`src/hdl/tgc_pkg.sv`:
```
// shared constants and types of the tap gesture classifier
package tgc_pkg;

    // default geometry and time widths
    localparam int COORD_BITS_DEF = 12;
    localparam int TIME_BITS_DEF  = 32;

    // fixed widths of the configuration registers
    localparam int RADIUS_W = 12;
    localparam int MSTIME_W = 16;
    localparam int RSQ_W    = 2 * RADIUS_W;
    localparam int CFG_IDX_W  = 2;
    localparam int CFG_DATA_W = 16;

    // configuration register indexes
    localparam logic [CFG_IDX_W-1:0] CFG_MOVE_RADIUS   = 2'd0;
    localparam logic [CFG_IDX_W-1:0] CFG_LONG_TIME     = 2'd1;
    localparam logic [CFG_IDX_W-1:0] CFG_DOUBLE_WINDOW = 2'd2;

    // configuration reset values
    localparam logic [RADIUS_W-1:0] MOVE_RADIUS_RST   = 12'd10;
    localparam logic [RSQ_W-1:0]    RADIUS_SQ_RST     = 24'd100;
    localparam logic [MSTIME_W-1:0] LONG_TIME_RST     = 16'd500;
    localparam logic [MSTIME_W-1:0] DOUBLE_WINDOW_RST = 16'd300;

    // event kinds
    localparam logic [1:0] ACT_PRESS   = 2'd0;
    localparam logic [1:0] ACT_RELEASE = 2'd1;
    localparam logic [1:0] ACT_TICK    = 2'd2;

    // gesture codes
    localparam logic [1:0] GEST_SINGLE = 2'd0;
    localparam logic [1:0] GEST_DOUBLE = 2'd1;
    localparam logic [1:0] GEST_LONG   = 2'd2;

    // decision handed from the core to the result register
    typedef struct packed {
        logic       emit;
        logic [1:0] gesture;
    } tgc_ctrl_t;

endpackage

```
`src/hdl/tgc_core.sv`:
```
// gesture state and the per-event classification decision
module tgc_core #(
    parameter int COORD_BITS = tgc_pkg::COORD_BITS_DEF,
    parameter int TIME_BITS  = tgc_pkg::TIME_BITS_DEF
) (
    input  logic                          clk,
    input  logic                          rst_n,
    input  logic                          fire,
    input  logic [1:0]                    action,
    input  logic [COORD_BITS-1:0]         pos_x,
    input  logic [COORD_BITS-1:0]         pos_y,
    input  logic [TIME_BITS-1:0]          now_ms,
    input  logic [tgc_pkg::RSQ_W-1:0]     radius_sq,
    input  logic [tgc_pkg::MSTIME_W-1:0]  long_time,
    input  logic [tgc_pkg::MSTIME_W-1:0]  double_window,
    output tgc_pkg::tgc_ctrl_t            ctrl,
    output logic [COORD_BITS-1:0]         res_x,
    output logic [COORD_BITS-1:0]         res_y
);

    localparam int SQ_W  = 2 * COORD_BITS + 1;
    localparam int CMP_W = (SQ_W > tgc_pkg::RSQ_W) ? SQ_W : tgc_pkg::RSQ_W;

    // control state
    logic press_active_reg, press_active_next;
    logic have_last_reg, have_last_next;
    logic pending_reg, pending_next;

    // payload state
    logic [COORD_BITS-1:0] press_x_reg, press_x_next;
    logic [COORD_BITS-1:0] press_y_reg, press_y_next;
    logic [TIME_BITS-1:0]  press_time_reg, press_time_next;
    logic [TIME_BITS-1:0]  last_time_reg, last_time_next;
    logic [COORD_BITS-1:0] pend_x_reg, pend_x_next;
    logic [COORD_BITS-1:0] pend_y_reg, pend_y_next;
    logic [TIME_BITS-1:0]  pend_due_reg, pend_due_next;

    // distance, hold and gap arithmetic
    logic [COORD_BITS-1:0] dx, dy;
    logic [CMP_W-1:0]      dist_sq;
    logic                  in_radius;
    logic [TIME_BITS-1:0]  hold, gap, late;
    logic                  is_long, is_double;

    always_comb
    begin
        dx        = (pos_x > press_x_reg) ? pos_x - press_x_reg : press_x_reg - pos_x;
        dy        = (pos_y > press_y_reg) ? pos_y - press_y_reg : press_y_reg - pos_y;
        dist_sq   = CMP_W'(dx) * CMP_W'(dx) + CMP_W'(dy) * CMP_W'(dy);
        in_radius = dist_sq <= CMP_W'(radius_sq);
        hold      = now_ms - press_time_reg;
        gap       = press_time_reg - last_time_reg;
        late      = now_ms - pend_due_reg;
        is_long   = hold > TIME_BITS'(long_time);
        is_double = have_last_reg && (gap < TIME_BITS'(double_window));
    end

    // event decision
    always_comb
    begin
        press_active_next = press_active_reg;
        have_last_next    = have_last_reg;
        pending_next      = pending_reg;
        press_x_next      = press_x_reg;
        press_y_next      = press_y_reg;
        press_time_next   = press_time_reg;
        last_time_next    = last_time_reg;
        pend_x_next       = pend_x_reg;
        pend_y_next       = pend_y_reg;
        pend_due_next     = pend_due_reg;
        ctrl.emit         = 1'b0;
        ctrl.gesture      = tgc_pkg::GEST_SINGLE;
        res_x             = pos_x;
        res_y             = pos_y;
        unique case (action)
            tgc_pkg::ACT_PRESS:
            begin
                if (!press_active_reg)
                begin
                    press_active_next = 1'b1;
                    press_x_next      = pos_x;
                    press_y_next      = pos_y;
                    press_time_next   = now_ms;
                end
            end
            tgc_pkg::ACT_RELEASE:
            begin
                if (press_active_reg)
                begin
                    press_active_next = 1'b0;
                    if (in_radius)
                    begin
                        last_time_next = press_time_reg;
                        have_last_next = 1'b1;
                        if (is_long)
                        begin
                            ctrl.emit    = 1'b1;
                            ctrl.gesture = tgc_pkg::GEST_LONG;
                        end
                        else if (is_double)
                        begin
                            pending_next = 1'b0;
                            ctrl.emit    = 1'b1;
                            ctrl.gesture = tgc_pkg::GEST_DOUBLE;
                        end
                        else
                        begin
                            pending_next  = 1'b1;
                            pend_x_next   = pos_x;
                            pend_y_next   = pos_y;
                            pend_due_next = now_ms + TIME_BITS'(double_window);
                        end
                    end
                end
            end
            tgc_pkg::ACT_TICK:
            begin
                // pending single is due once now has reached the due time
                if (pending_reg && !late[TIME_BITS-1])
                begin
                    pending_next = 1'b0;
                    ctrl.emit    = 1'b1;
                    ctrl.gesture = tgc_pkg::GEST_SINGLE;
                    res_x        = pend_x_reg;
                    res_y        = pend_y_reg;
                end
            end
            default:
            begin
            end
        endcase
    end

    // control state registers
    always_ff @(posedge clk or negedge rst_n)
    begin
        if (!rst_n)
        begin
            press_active_reg <= 1'b0;
            have_last_reg    <= 1'b0;
            pending_reg      <= 1'b0;
        end
        else if (fire)
        begin
            press_active_reg <= press_active_next;
            have_last_reg    <= have_last_next;
            pending_reg      <= pending_next;
        end
    end

    // payload state registers
    always_ff @(posedge clk)
    begin
        if (fire)
        begin
            press_x_reg    <= press_x_next;
            press_y_reg    <= press_y_next;
            press_time_reg <= press_time_next;
            last_time_reg  <= last_time_next;
            pend_x_reg     <= pend_x_next;
            pend_y_reg     <= pend_y_next;
            pend_due_reg   <= pend_due_next;
        end
    end

endmodule

```
`src/hdl/tap_gesture_classifier.sv`:
```
// top level of the tap gesture classifier
// path: an event passes the input register, then its result is registered in the result register
// throughput: one event per cycle while in_stall is low; the classification is one pass of logic per event
// an event that gives no result never waits; an event whose result
// finds the result register held by out_stall waits in the input register and stalls the input
// reset: rst_n clears the press, last-tap and pending flags and the valid bits, and loads the default configuration
module tap_gesture_classifier #(
    parameter int COORD_BITS = tgc_pkg::COORD_BITS_DEF,
    parameter int TIME_BITS  = tgc_pkg::TIME_BITS_DEF
) (
    input  logic                            clk,
    input  logic                            rst_n,
    input  logic                            in_valid,
    output logic                            in_stall,
    input  logic [1:0]                      action,
    input  logic [COORD_BITS-1:0]           pos_x,
    input  logic [COORD_BITS-1:0]           pos_y,
    input  logic [TIME_BITS-1:0]            now_ms,
    output logic                            out_valid,
    input  logic                            out_stall,
    output logic [1:0]                      gesture,
    output logic [COORD_BITS-1:0]           at_x,
    output logic [COORD_BITS-1:0]           at_y,
    input  logic                            cfg_valid,
    output logic                            cfg_ready,
    input  logic [tgc_pkg::CFG_IDX_W-1:0]   cfg_index,
    input  logic [tgc_pkg::CFG_DATA_W-1:0]  cfg_data
);

    // configuration registers
    logic [tgc_pkg::RSQ_W-1:0]    radius_sq_reg;
    logic [tgc_pkg::MSTIME_W-1:0] long_time_reg;
    logic [tgc_pkg::MSTIME_W-1:0] window_reg;
    logic [tgc_pkg::RADIUS_W-1:0] radius;

    // input register
    logic                  item_valid_reg, item_valid_next;
    logic [1:0]            item_action_reg;
    logic [COORD_BITS-1:0] item_x_reg, item_y_reg;
    logic [TIME_BITS-1:0]  item_time_reg;

    // result register
    logic                  out_valid_reg, out_valid_next;
    logic [1:0]            gesture_reg;
    logic [COORD_BITS-1:0] at_x_reg, at_y_reg;

    tgc_pkg::tgc_ctrl_t    ctrl;
    logic [COORD_BITS-1:0] res_x, res_y;
    logic                  advance, in_xfer, load_out;

    assign cfg_ready = 1'b1;
    assign radius    = cfg_data[tgc_pkg::RADIUS_W-1:0];

    // configuration writes; the radius is kept squared
    always_ff @(posedge clk or negedge rst_n)
    begin
        if (!rst_n)
        begin
            radius_sq_reg <= tgc_pkg::RADIUS_SQ_RST;
            long_time_reg <= tgc_pkg::LONG_TIME_RST;
            window_reg    <= tgc_pkg::DOUBLE_WINDOW_RST;
        end
        else if (cfg_valid && cfg_ready)
        begin
            unique case (cfg_index)
                tgc_pkg::CFG_MOVE_RADIUS:
                    radius_sq_reg <= tgc_pkg::RSQ_W'(radius) * tgc_pkg::RSQ_W'(radius);
                tgc_pkg::CFG_LONG_TIME:     long_time_reg <= cfg_data;
                tgc_pkg::CFG_DOUBLE_WINDOW: window_reg    <= cfg_data;
                default:
                begin
                end
            endcase
        end
    end

    tgc_core #(
        .COORD_BITS (COORD_BITS),
        .TIME_BITS  (TIME_BITS)
    ) u_core (
        .clk           (clk),
        .rst_n         (rst_n),
        .fire          (advance),
        .action        (item_action_reg),
        .pos_x         (item_x_reg),
        .pos_y         (item_y_reg),
        .now_ms        (item_time_reg),
        .radius_sq     (radius_sq_reg),
        .long_time     (long_time_reg),
        .double_window (window_reg),
        .ctrl          (ctrl),
        .res_x         (res_x),
        .res_y         (res_y)
    );

    // the held event moves on unless its result finds the result register blocked
    always_comb
    begin
        advance         = item_valid_reg && (!ctrl.emit || !out_valid_reg || !out_stall);
        in_stall        = item_valid_reg && !advance;
        in_xfer         = in_valid && !in_stall;
        load_out        = advance && ctrl.emit;
        item_valid_next = in_xfer ? 1'b1 : (advance ? 1'b0 : item_valid_reg);
        out_valid_next  = load_out ? 1'b1 : (out_stall ? out_valid_reg : 1'b0);
    end

    always_ff @(posedge clk or negedge rst_n)
    begin
        if (!rst_n)
        begin
            item_valid_reg <= 1'b0;
            out_valid_reg  <= 1'b0;
        end
        else
        begin
            item_valid_reg <= item_valid_next;
            out_valid_reg  <= out_valid_next;
        end
    end

    // input transfer capture
    always_ff @(posedge clk)
    begin
        if (in_xfer)
        begin
            item_action_reg <= action;
            item_x_reg      <= pos_x;
            item_y_reg      <= pos_y;
            item_time_reg   <= now_ms;
        end
    end

    // result capture
    always_ff @(posedge clk)
    begin
        if (load_out)
        begin
            gesture_reg <= ctrl.gesture;
            at_x_reg    <= res_x;
            at_y_reg    <= res_y;
        end
    end

    assign out_valid = out_valid_reg;
    assign gesture   = gesture_reg;
    assign at_x      = at_x_reg;
    assign at_y      = at_y_reg;

endmodule

```
`config.mk`:
```
export PLATFORM = sky130hd
export DESIGN_NAME = tap_gesture_classifier
export DESIGN_NICKNAME = d
export VERILOG_FILES = /design/src/hdl/tgc_pkg.sv /design/src/hdl/tgc_core.sv /design/src/hdl/tap_gesture_classifier.sv
export SDC_FILE = /design/constraint.sdc
export NUM_CORES = 1
export LEC_CHECK = 0
export BUFFER_PORTS_ARGS = -buffer_cell sky130_fd_sc_hd__buf_2
export CELL_PAD_IN_SITES_DETAIL_PLACEMENT = 1
export CELL_PAD_IN_SITES_GLOBAL_PLACEMENT = 1
export CORE_ASPECT_RATIO = 1.4
export CORE_MARGIN = 1
export CORE_UTILIZATION = 45
export DETAILED_ROUTE_END_ITERATION = 6
export PLACE_DENSITY_LB_ADDON = 0.3
export SYNTH_ARGS = -nofsm -noshare
export SYNTH_HDL_FRONTEND = slang
export SYNTH_SLANG_ARGS = --single-unit
```
`constraint.sdc`:
```
create_clock -name clk -period 33.7 [get_ports clk]
set_input_delay 1.685 -clock clk [delete_from_list [all_inputs] [get_ports clk]]
set_output_delay 1.685 -clock clk [all_outputs]
set_load 0.1 [all_outputs]
```
# After elaboration in Yosys (flattened, before gate mapping)
# Index checks and enable logic that the tools add are counted.
dict set report word_totals {
  romBits 0
  input_bits 81
  latchBits 0
  n_memories 0
  wordCells 101
  ram_bits 0
  ff_bits 289
  output_inout_bits 29
}
dict set report classes {
  order_cmp 5
  n_shift 0
  addsub 9
  n_bitwise 3
  n_reduce_logical 27
  n_mux 23
  mul 3
  eq_ne 9
  div 0
}
# cell n
set op_table {}
lappend op_table {{$sub 32x32->32} 3}
lappend op_table {{$mul 12x12->24} 3}
lappend op_table {{$mux 12} 6}
lappend op_table {{$sub 12x12->12} 4}
lappend op_table {{$add 32x16->32} 1}
lappend op_table {{$gt 32x16->1} 1}
lappend op_table {{$lt 32x16->1} 1}
lappend op_table {{$add 24x24->25} 1}
lappend op_table {{$le 25x24->1} 1}
lappend op_table {{$gt 12x12->1} 2}
lappend op_table {{$mux 3} 5}
lappend op_table {{$reduce_and 6->1} 2}
lappend op_table {{$mux 1} 9}
lappend op_table {{$ne 2x1->1 const B} 4}
lappend op_table {{$reduce_and 2->1} 4}
lappend op_table {{$logic_and 1x1->1} 6}
lappend op_table {{$logic_not 1->1} 6}
lappend op_table {{$pmux 3 s2} 1}
lappend op_table {{$reduce_bool 2->1} 3}
lappend op_table {{$eq 2x1->1 const B} 2}
lappend op_table {{$eq 2x2->1 const B} 2}
lappend op_table {{$logic_not 2->1} 2}
lappend op_table {{$pmux 1 s2} 2}
lappend op_table {{$reduce_and 4->1} 1}
lappend op_table {{other kinds (4)} 7}

# Depth between registers and ports, before layout
# Gate-level depths: netlist of run 1.
dict set report logic_depth {
  word_depth 17
  depth_mapped 54
  ltp_nobuf 53
}

# Cells and area by module
# From an unflattened synthesis of run 1, not the netlist that was laid out.
dict set report unflattened {
  cells_unflattened 3300
  hier_area_um2 31316.3
}
# mod cells_per_inst area_per_inst_um2 seq_area_each_um2 n_inst
set modules_own_cells {}
lappend modules_own_cells {tgc_core 2528 22340.2 4399.2 1}
lappend modules_own_cells {tap_gesture_classifier 772 8976.1 3965.1 1}

# Worst setup path before layout of run 1
# Ideal clock, no wire load.
dict set report synth_path {
  path_type {reg-to-reg}
  startpoint {register item_x_reg[0]}
  endpoint {register u_core.pend_due_reg[0], enable pin}
  path_buffers 1
  path_slack_ns 18.362
  stages_incl_launch_ff 47
  arrival_time_ns 14.799
  required_time_ns 33.161
  setup_ns 0.539
  period_less_slack_ns 15.338
  cell_sequence {edfxtp_1 -> inv_1 -> ha_1 -> inv_1 -> fa_1 -> a21oi_1 -> o21ai_0 -> a2111oi_0 -> nor3_1 -> o41ai_2 -> buf_2 -> mux2i_1 -> xnor2_1 -> inv_1 -> nor2_1 -> inv_1 -> fa_1 -> fa_1 -> (+11 left out) -> a21o_1 -> o21ai_0 -> o21ai_0 -> nand2b_1 -> a21o_1 -> a21oi_1 -> xnor2_1 -> ha_1 -> a21oi_1 -> nor2_1 -> a2111oi_0 -> nor2_1 -> a2111o_1 -> o21ai_0 -> nand2_1 -> mux2i_1 -> nand3_1 -> nor3_1}
}
dict set report synth_via {
  elab_chain_cells 13
  word_cells_on_any_way 15
  classes_between {3 x add/sub; 1 x mul; 2 x order compare; 4 x mux; 5 x reduce/logical}
}
# element line
set synth_lines {}
lappend synth_lines {{start: declaration} tap_gesture_classifier.sv:39} ;# logic [COORD_BITS-1:0] item_x_reg, item_y_reg;
lappend synth_lines {{start signal: assignment} tap_gesture_classifier.sv:127} ;# item_x_reg <= pos_x;
lappend synth_lines {{$sub 12x12->12 / $gt 12x12->1 (equally long branches)} tgc_core.sv:47} ;# dx = (pos_x > press_x_reg) ? pos_x - press_x_reg : press_x_reg - pos_x;
lappend synth_lines {{$mux 12 *} tgc_core.sv:47}
lappend synth_lines {{$mul 12x12->24 *} tgc_core.sv:49} ;# dist_sq = CMP_W'(dx) * CMP_W'(dx) + CMP_W'(dy) * CMP_W'(dy);
lappend synth_lines {{$add 24x24->25 *} tgc_core.sv:49}
lappend synth_lines {{$le 25x24->1 *} tgc_core.sv:50} ;# in_radius = dist_sq <= CMP_W'(radius_sq);
lappend synth_lines {{$mux 3} tgc_core.sv:91} ;# if (in_radius)
lappend synth_lines {{$mux 3} tgc_core.sv:88} ;# if (press_active_reg)
lappend synth_lines {{$pmux 3 s2} tgc_core.sv:75} ;# unique case (action)
lappend synth_lines {{$logic_not 1->1} tap_gesture_classifier.sv:99} ;# advance = item_valid_reg && (!ctrl.emit || !out_valid_reg || !out_stall);
lappend synth_lines {{$logic_or 1x1->1 (2 in a row)} tap_gesture_classifier.sv:99}
lappend synth_lines {{$logic_and 1x1->1} tap_gesture_classifier.sv:99}
lappend synth_lines {{$reduce_and 6->1 (no source line) *} n/a}
lappend synth_lines {{end signal: assignment} tgc_core.sv:162} ;# pend_due_reg <= pend_due_next;
lappend synth_lines {{end: declaration} tgc_core.sv:36} ;# logic [TIME_BITS-1:0] pend_due_reg, pend_due_next;
# Mark *: on every way between the ends. The rest lies on a longest branch, timed or not.
# A chain may end at the register's enable or synchronous reset.

# Worst setup path after layout of run 1
dict set report layout_path {
  startpoint {register item_y_reg[0]}
  endpoint {output port in_stall}
}
dict set report layout_via {
  elab_chain_cells 14
  word_cells_on_any_way 16
  classes_between {3 x add/sub; 1 x mul; 2 x order compare; 4 x mux; 6 x reduce/logical}
}
# element line
set layout_lines {}
lappend layout_lines {{start: declaration} tap_gesture_classifier.sv:39}
lappend layout_lines {{start signal: assignment} tap_gesture_classifier.sv:128} ;# item_y_reg <= pos_y;
lappend layout_lines {{$sub 12x12->12 / $gt 12x12->1 (equally long branches)} tgc_core.sv:48} ;# dy = (pos_y > press_y_reg) ? pos_y - press_y_reg : press_y_reg - pos_y;
lappend layout_lines {{$mux 12 *} tgc_core.sv:48}
lappend layout_lines {{$mul 12x12->24 *} tgc_core.sv:49}
lappend layout_lines {{$add 24x24->25 *} tgc_core.sv:49}
lappend layout_lines {{$le 25x24->1 *} tgc_core.sv:50}
lappend layout_lines {{$mux 3 *} tgc_core.sv:91}
lappend layout_lines {{$mux 3 *} tgc_core.sv:88}
lappend layout_lines {{$pmux 3 s2 *} tgc_core.sv:75}
lappend layout_lines {{$logic_not 1->1 *} tap_gesture_classifier.sv:99}
lappend layout_lines {{$logic_or 1x1->1 * (2 in a row)} tap_gesture_classifier.sv:99}
lappend layout_lines {{$logic_and 1x1->1 *} tap_gesture_classifier.sv:99}
lappend layout_lines {{$logic_not 1->1 *} tap_gesture_classifier.sv:100} ;# in_stall = item_valid_reg && !advance;
lappend layout_lines {{$logic_and 1x1->1 *} tap_gesture_classifier.sv:100}
lappend layout_lines {{end: declaration} tap_gesture_classifier.sv:14} ;# output logic in_stall,
# Marked as above.

==> impl_metrics.csv, run 1 <==
group,metric,value,unit
clock_tree,cts_tree,"yes",
timing,slew_headroom,31.8,%
critical_path,cpPeakStageDelay,550,ps
timing,fmax,0.0630,GHz
detailed_routing,drt_wl_total,82300,um
timing,hold_violations,0,
global_route,grt_max_degree,61,
synth,synth_area_per_cell,9.89,um^2
detailed_routing,drc,2,
global_route,antenna_found_initial,1,
die,core-area,0.0666,mm^2
clock_tree,cts_inserted_buffers,34,
global_route,first_global_vias,25200,
clock_tree,path_clk_slew,70,ps
cells_and_area,areaGrowthSynthToFinish,8.96,%
synth,synth_edf_count,228,
critical_path,worstPathMaxFanout,17,
die,start_util,45.4,%
clock_tree,ctsResizeCount,0,
critical_path,startpoint,"item_y_reg[0]$_DFFE_PP_",
cells_and_area,drive_above_1_share,9.73,%
synth,syn_area,0.0302,mm^2
detailed_routing,drt_iter0_markers,853,
clock_tree,cts_sinks,288,
critical_path,critPathArrivalTime,14190,ps
synth,syn_inst,3058,
synth,synthArstFlopShare,20.8,%
cells_and_area,fin_nets,3901,
clock_tree,cts-root-buf,"clkbuf_16",
status,outcome,"finished with violations",
die,io_pins,110,
placed_design,gp_congestion,0.956,
synth,synth_fp_nets,3798,
critical_path,cp.required,32010,ps
synth,synth_seq_cells,288,
critical_path,rr_startpoint,"item_y_reg[0]$_DFFE_PP_",
detailed_routing,viasPerCell,5.48,
detailed_routing,vias,22200,
cells_and_area,antenna_cells,0,
placed_design,dp_hpwl,68300,um
global_route,grt_pass1_wl,133000,um
placed_design,io_buffer_count,108,
timing,slew_violations,0,
critical_path,crit_slowest_cell,"fa_1",
timing,min_period,15870,ps
timing,rsz0062_at_grt,"false",
timing,finalSetupViolCount,0,
die,dieWidth,221,um
cells_and_area,nFillCells,7428,
detailed_routing,drtAntennaViolNets,0,
status,violations,"design-rule violations",
die,die_h,309,um
timing,finClkSkew,38.1,ps
cells_and_area,design_area,0.0329,mm^2
die,die-area,0.0683,mm^2
synth,ys_seq_area_share,27.7,%
critical_path,setup.worst_path.end_class,"primary output",
critical_path,crit_type,"flop to primary output",
synth,ys.flop_type,"edfxtp_1",
placed_design,place_area,0.0318,mm^2
clock_tree,cts_setup_buffers,0,
detailed_routing,first_pass_iters,7,
clock_tree,ctsHoldBuffers,0,
global_route,overflow,0,
clock_tree,cts_max_level,2,
critical_path,critPathLaunchType,"flop",
global_route,grt_usage,24.7,%
critical_path,cp_common_cell,"fa_1",
clock_tree,ctsLongestPathBuffers,3,
timing,fin_crit_sh,47.1,%
detailed_routing,wl_per_cell,20.4,um
timing,finalSetupTns,0,ps
synth,ys_types,88,
timing,tightest_slew,1020,ps
synth,yosys_warnings,0,
job,cap_violations,0,
clock_tree,clock_latency,580,ps
worst_hold_path,hold_start,"radius_sq_reg[18]$_DFFE_PN0P_",
die,placementRows,112,
worst_hold_path,holdCritPathClass,"flop to flop",
==> per-layer routing <==
layer	routed length (um)	GRT usage [%]	vias to the layer above	share of wire [%]
met5	0	0	-	0
met4	3550	10.5	0	4.3
met3	2060	2.37	152	2.5
met2	46300	49.9	338	56
met1	30400	25.7	11300	37
li1	-	-	10400	-
==> final timing paths <==
check	depth (start not counted)	to	slack (ps)
worst min register to register	2	radius_sq_reg[18]$_DFFE_PN0P_	480
worst max-delay path	50	in_stall	17830
worst max register to register	50	item_x_reg[11]$_DFFE_PP_	19500
min in group asynchronous	2	long_time_reg[1]$_DFFE_PN0P_	1310
worst min-delay path	2	radius_sq_reg[18]$_DFFE_PN0P_	480
max in group asynchronous	2	radius_sq_reg[21]$_DFFE_PN0P_	31830
==> cell usage after synthesis (all sizes together) (44+ instances only) <==
library cell	count	area, um^2
a21o	72	541
a21oi	141	706
and2	63	394
clkbuf	62	233
dfrtp	47	1180
edfxtp	228	6850
fa	286	5730
ha	373	4670
inv	634	2380
mux2	62	698
nand2	176	661
nor2	181	679
o21ai	100	500
xnor2	91	797
xor2	44	385
==> per-stage QoR <==
stage          util [%]  hold WS (ps)  worst slack (ps)  std cells
2_1_floorplan         -           435             18360       3058
3_3_place_gp       47.8           465             19130       3980
3_5_place_dp       47.8           474             18510       3980
4_1_cts            49.5           486             17870       4041
5_1_grt            49.5           505             17030       4041
6_report           49.5           482             17830       4041
==> cells in the final DEF, fill, tap and decap left out, types with 11 or more instances in the layout <==
master	netlist	final
a21oi_1	141	141
a211oi_1	19	19
xnor2_1	91	91
nand2_1	176	176
a31oi_1	19	19
o21a_1	24	24
nand4_1	26	26
and2_1	63	63
inv_1	632	632
mux2i_1	18	18
xor2_1	44	44
ha_1	373	373
fa_1	286	286
clkbuf_16	0	37
o21bai_1	14	14
or3_1	11	11
nor2_1	181	180
edfxtp_1	228	228
nor2b_1	22	22
nand3_1	43	43
buf_2	5	108
nor3_1	31	30
a21o_1	72	72
dfstp_2	13	13
or2_2	20	20
nand2b_1	39	39
buf_4	1	28
and3_1	19	19
o31ai_1	12	12
nor4_1	12	12
mux2_2	60	60
dfrtp_1	47	47
o21ai_0	98	98
==> final cells by class <==
type                    instances  area (um^2)  area share, %
clock inverters                15          159          0.482
repair buffers                136          751           2.28
well taps                     855         1070           3.25
multi-input cells            2067        19200           58.4
inverters                     634         2380           7.22
clock buffers                  46          980           2.97
flip-flops and latches        288         8360           25.4
==> cells by family (layout without fill, tap and decap cells) <==
| logic type | after synthesis | count (layout) | synth area share (%) |
|---|---|---|---|
| AOI/OAI and AO/OA | 511 | 511 | 11.3 |
| xor gates and xnor gates | 135 | 135 | 3.91 |
| other | 1 | 1 | 0.0124 |
| muxes | 80 | 80 | 2.90 |
| and+or+nand+nor | 681 | 681 | 11.1 |
| adders and majority gates | 659 | 659 | 34.4 |
| buffers and inverters | 703 | 831 | 8.76 |
| DFF | 288 | 288 | 27.7 |
==> critical path: cells and delay by family (launching register included) <==
kind                     cells  cell delay, ps
AO/OA/AOI/OAI               19            4550
buffers and inverters        8            1230
flip-flops                   1             450
XOR/XNOR                     2             670
multiplexers                 2             510
AND/OR/NAND/NOR              8            1440
adder cells (fa/ha/maj)     11            4790
Power of run 1 is not shown: default switching activity piles up to over one toggle a cycle in this logic, so the estimate is an artifact.
==> inputs of run 2 (changes only) <==
Clock period 33.7 ns to 14 ns, I/O delays scaled along.
==> run 2 against run 1 <==
The flow now finishes without violations; via count is 0.55% higher; non-clock buffer count is 17 higher; hold slack worse by 180 ps; register-to-register slack worse by 18000 ps; flip-flop and latch count stayed put; critical path depth stayed put; utilization is 0.57 points higher; largest cell class unchanged.
==> impl_metrics.csv, run 2 (synthesis results as in run 1) <==
group,metric,value,unit
detailed_routing,vias,22300,
timing,tightest_slew,1010,ps
cells_and_area,mostFrequentLayoutCell,"inv_1",
clock_tree,path_clk_slew,60,ps
cells_and_area,utilization,50.1,%
placed_design,io_buffer_count,108,
clock_tree,cts_max_level,2,
global_route,first_global_vias,25500,
clock_tree,cts_inserted_buffers,35,
detailed_routing,drt_iter0_markers,858,
timing,hold_violations,0,
die,die-area,0.0683,mm^2
clock_tree,ctsLongestPathBuffers,3,
critical_path,cp.required,13300,ps
detailed_routing,first_pass_iters,5,
clock_tree,ctsHoldBuffers,0,
worst_hold_path,holdCritPathClass,"primary input to flop",
clock_tree,clock_latency,570,ps
die,die_h,309,um
global_route,overflow,0,
clock_tree,cts_tree,"yes",
critical_path,setup.worst_path.end_class,"primary output",
die,core-area,0.0666,mm^2
timing,fin_ws,475,ps
detailed_routing,drtAntennaViolNets,0,
critical_path,critPathLaunchType,"flop",
clock_tree,cts_sinks,288,
global_route,grt_usage,25.0,%
critical_path,crit_type,"flop to primary output",
placed_design,gp_congestion,0.924,
cells_and_area,antenna_cells,0,
global_route,grt_pass1_wl,135000,um
detailed_routing,drt_wl_total,83100,um
critical_path,crit_slowest_cell,"fa_1",
clock_tree,cts-root-buf,"clkbuf_16",
die,io_pins,110,
timing,finalSetupViolCount,0,
status,outcome,"complete, no violations",
critical_path,worstPathMaxFanout,13,
die,dieWidth,221,um
cells_and_area,areaGrowthSynthToFinish,10.2,%
placed_design,dp_hpwl,68600,um
die,placementRows,112,
timing,slew_headroom,32.3,%
job,cap_violations,0,
cells_and_area,nFillCells,7380,
timing,fmax,0.0739,GHz
cells_and_area,drive_above_1_share,11.1,%
critical_path,cpPeakStageDelay,590,ps
detailed_routing,wl_per_cell,20.5,um
global_route,grt_max_degree,61,
timing,min_period,13520,ps
timing,finClkSkew,44.3,ps
critical_path,critPathArrivalTime,12820,ps
cells_and_area,fin_nets,3920,
critical_path,cp_common_cell,"fa_1",
timing,fin_crit_sh,96.6,%
detailed_routing,drc,0,
die,start_util,45.4,%
cells_and_area,mostFrequentLayoutCells,"630 x inv_1, 373 x ha_1, 285 x fa_1",
global_route,antenna_found_initial,2,
detailed_routing,viasPerCell,5.49,
timing,slew_violations,0,
placed_design,pre_cts_ws,262,ps
[run 2: changes by cell type in the layout (fill, tap and decap cells not counted), sizes merged]
| cell | delta |
|---|---|
| clkinv | +1 |
| clkinvlp | +4 |
| a21o | +1 |
| buf | +17 |
| inv | -2 |
[run 2: layout make-up]
| type | count | area, um^2 | area share, % |
|---|---|---|---|
| Timing Repair Buffer | 153 | 913 | 2.74 |
| Multi-Input combinational cell | 2068 | 19500 | 58.4 |
| Inverter | 634 | 2390 | 7.17 |
| Clock inverter | 18 | 190 | 0.571 |
| Sequential cell | 288 | 8360 | 25.1 |
| Clock buffer | 46 | 937 | 2.81 |
| Tap cell | 855 | 1070 | 3.21 |
[run 2: worst paths after layout]
kind	startpoint	to	slack, ps	depth (start not counted)
worst max-delay path	item_y_reg[0]$_DFFE_PP_	in_stall	480	50
worst min-delay path	pos_x[7]	item_x_reg[7]$_DFFE_PP_	310	1
worst max register to register	item_y_reg[0]$_DFFE_PP_	item_time_reg[3]$_DFFE_PP_	1010	49
worst min register to register	u_core.pending_reg$_DFFE_PN0P_	u_core.pending_reg$_DFFE_PN0P_	480	1
max in group asynchronous	rst_n	radius_sq_reg[3]$_DFFE_PN0P_	13110	2
min in group asynchronous	rst_n	window_reg[0]$_DFFE_PN0P_	320	2
[run 2: through the flow]
stage                     hold WS [ps]  setup TNS [ps]  cells  area (um^2)
after floorplan                    404               0   3058        30300
after global placement             467               0   3986        31900
after detailed placement           474               0   3986        31900
after CTS                          272               0   4051        33100
after global routing               283           -92.9   4062        33300
final                              306               0   4062        33300
[run 2: routing by layer]
layer	wire [um]	track usage [%]	share of wire, %
met1	30900	26.4	37
met2	46900	50.1	56
met3	1820	2.23	2.2
met4	3530	10.5	4.2
met5	0	0	0
[run 2: timing repair]
action,in CTS,in global routing
buffers inserted,1,10
resized for setup,12,32
pin swaps,0,9
cloned,0,1
setup endpoints to repair,1,38
[run 2: worst max-delay path: cells and delay by family (launching register included)]
family                     cells  cell delay (ps)
AOI/OAI and AO/OA             21             4380
buffers and inverters          7              650
muxes                          2              510
DFF                            1              430
and+or+nand+nor                8             1210
xor gates and xnor gates       1              160
adders and majority gates     11             4910
Power of run 2 is left out for the same reason.
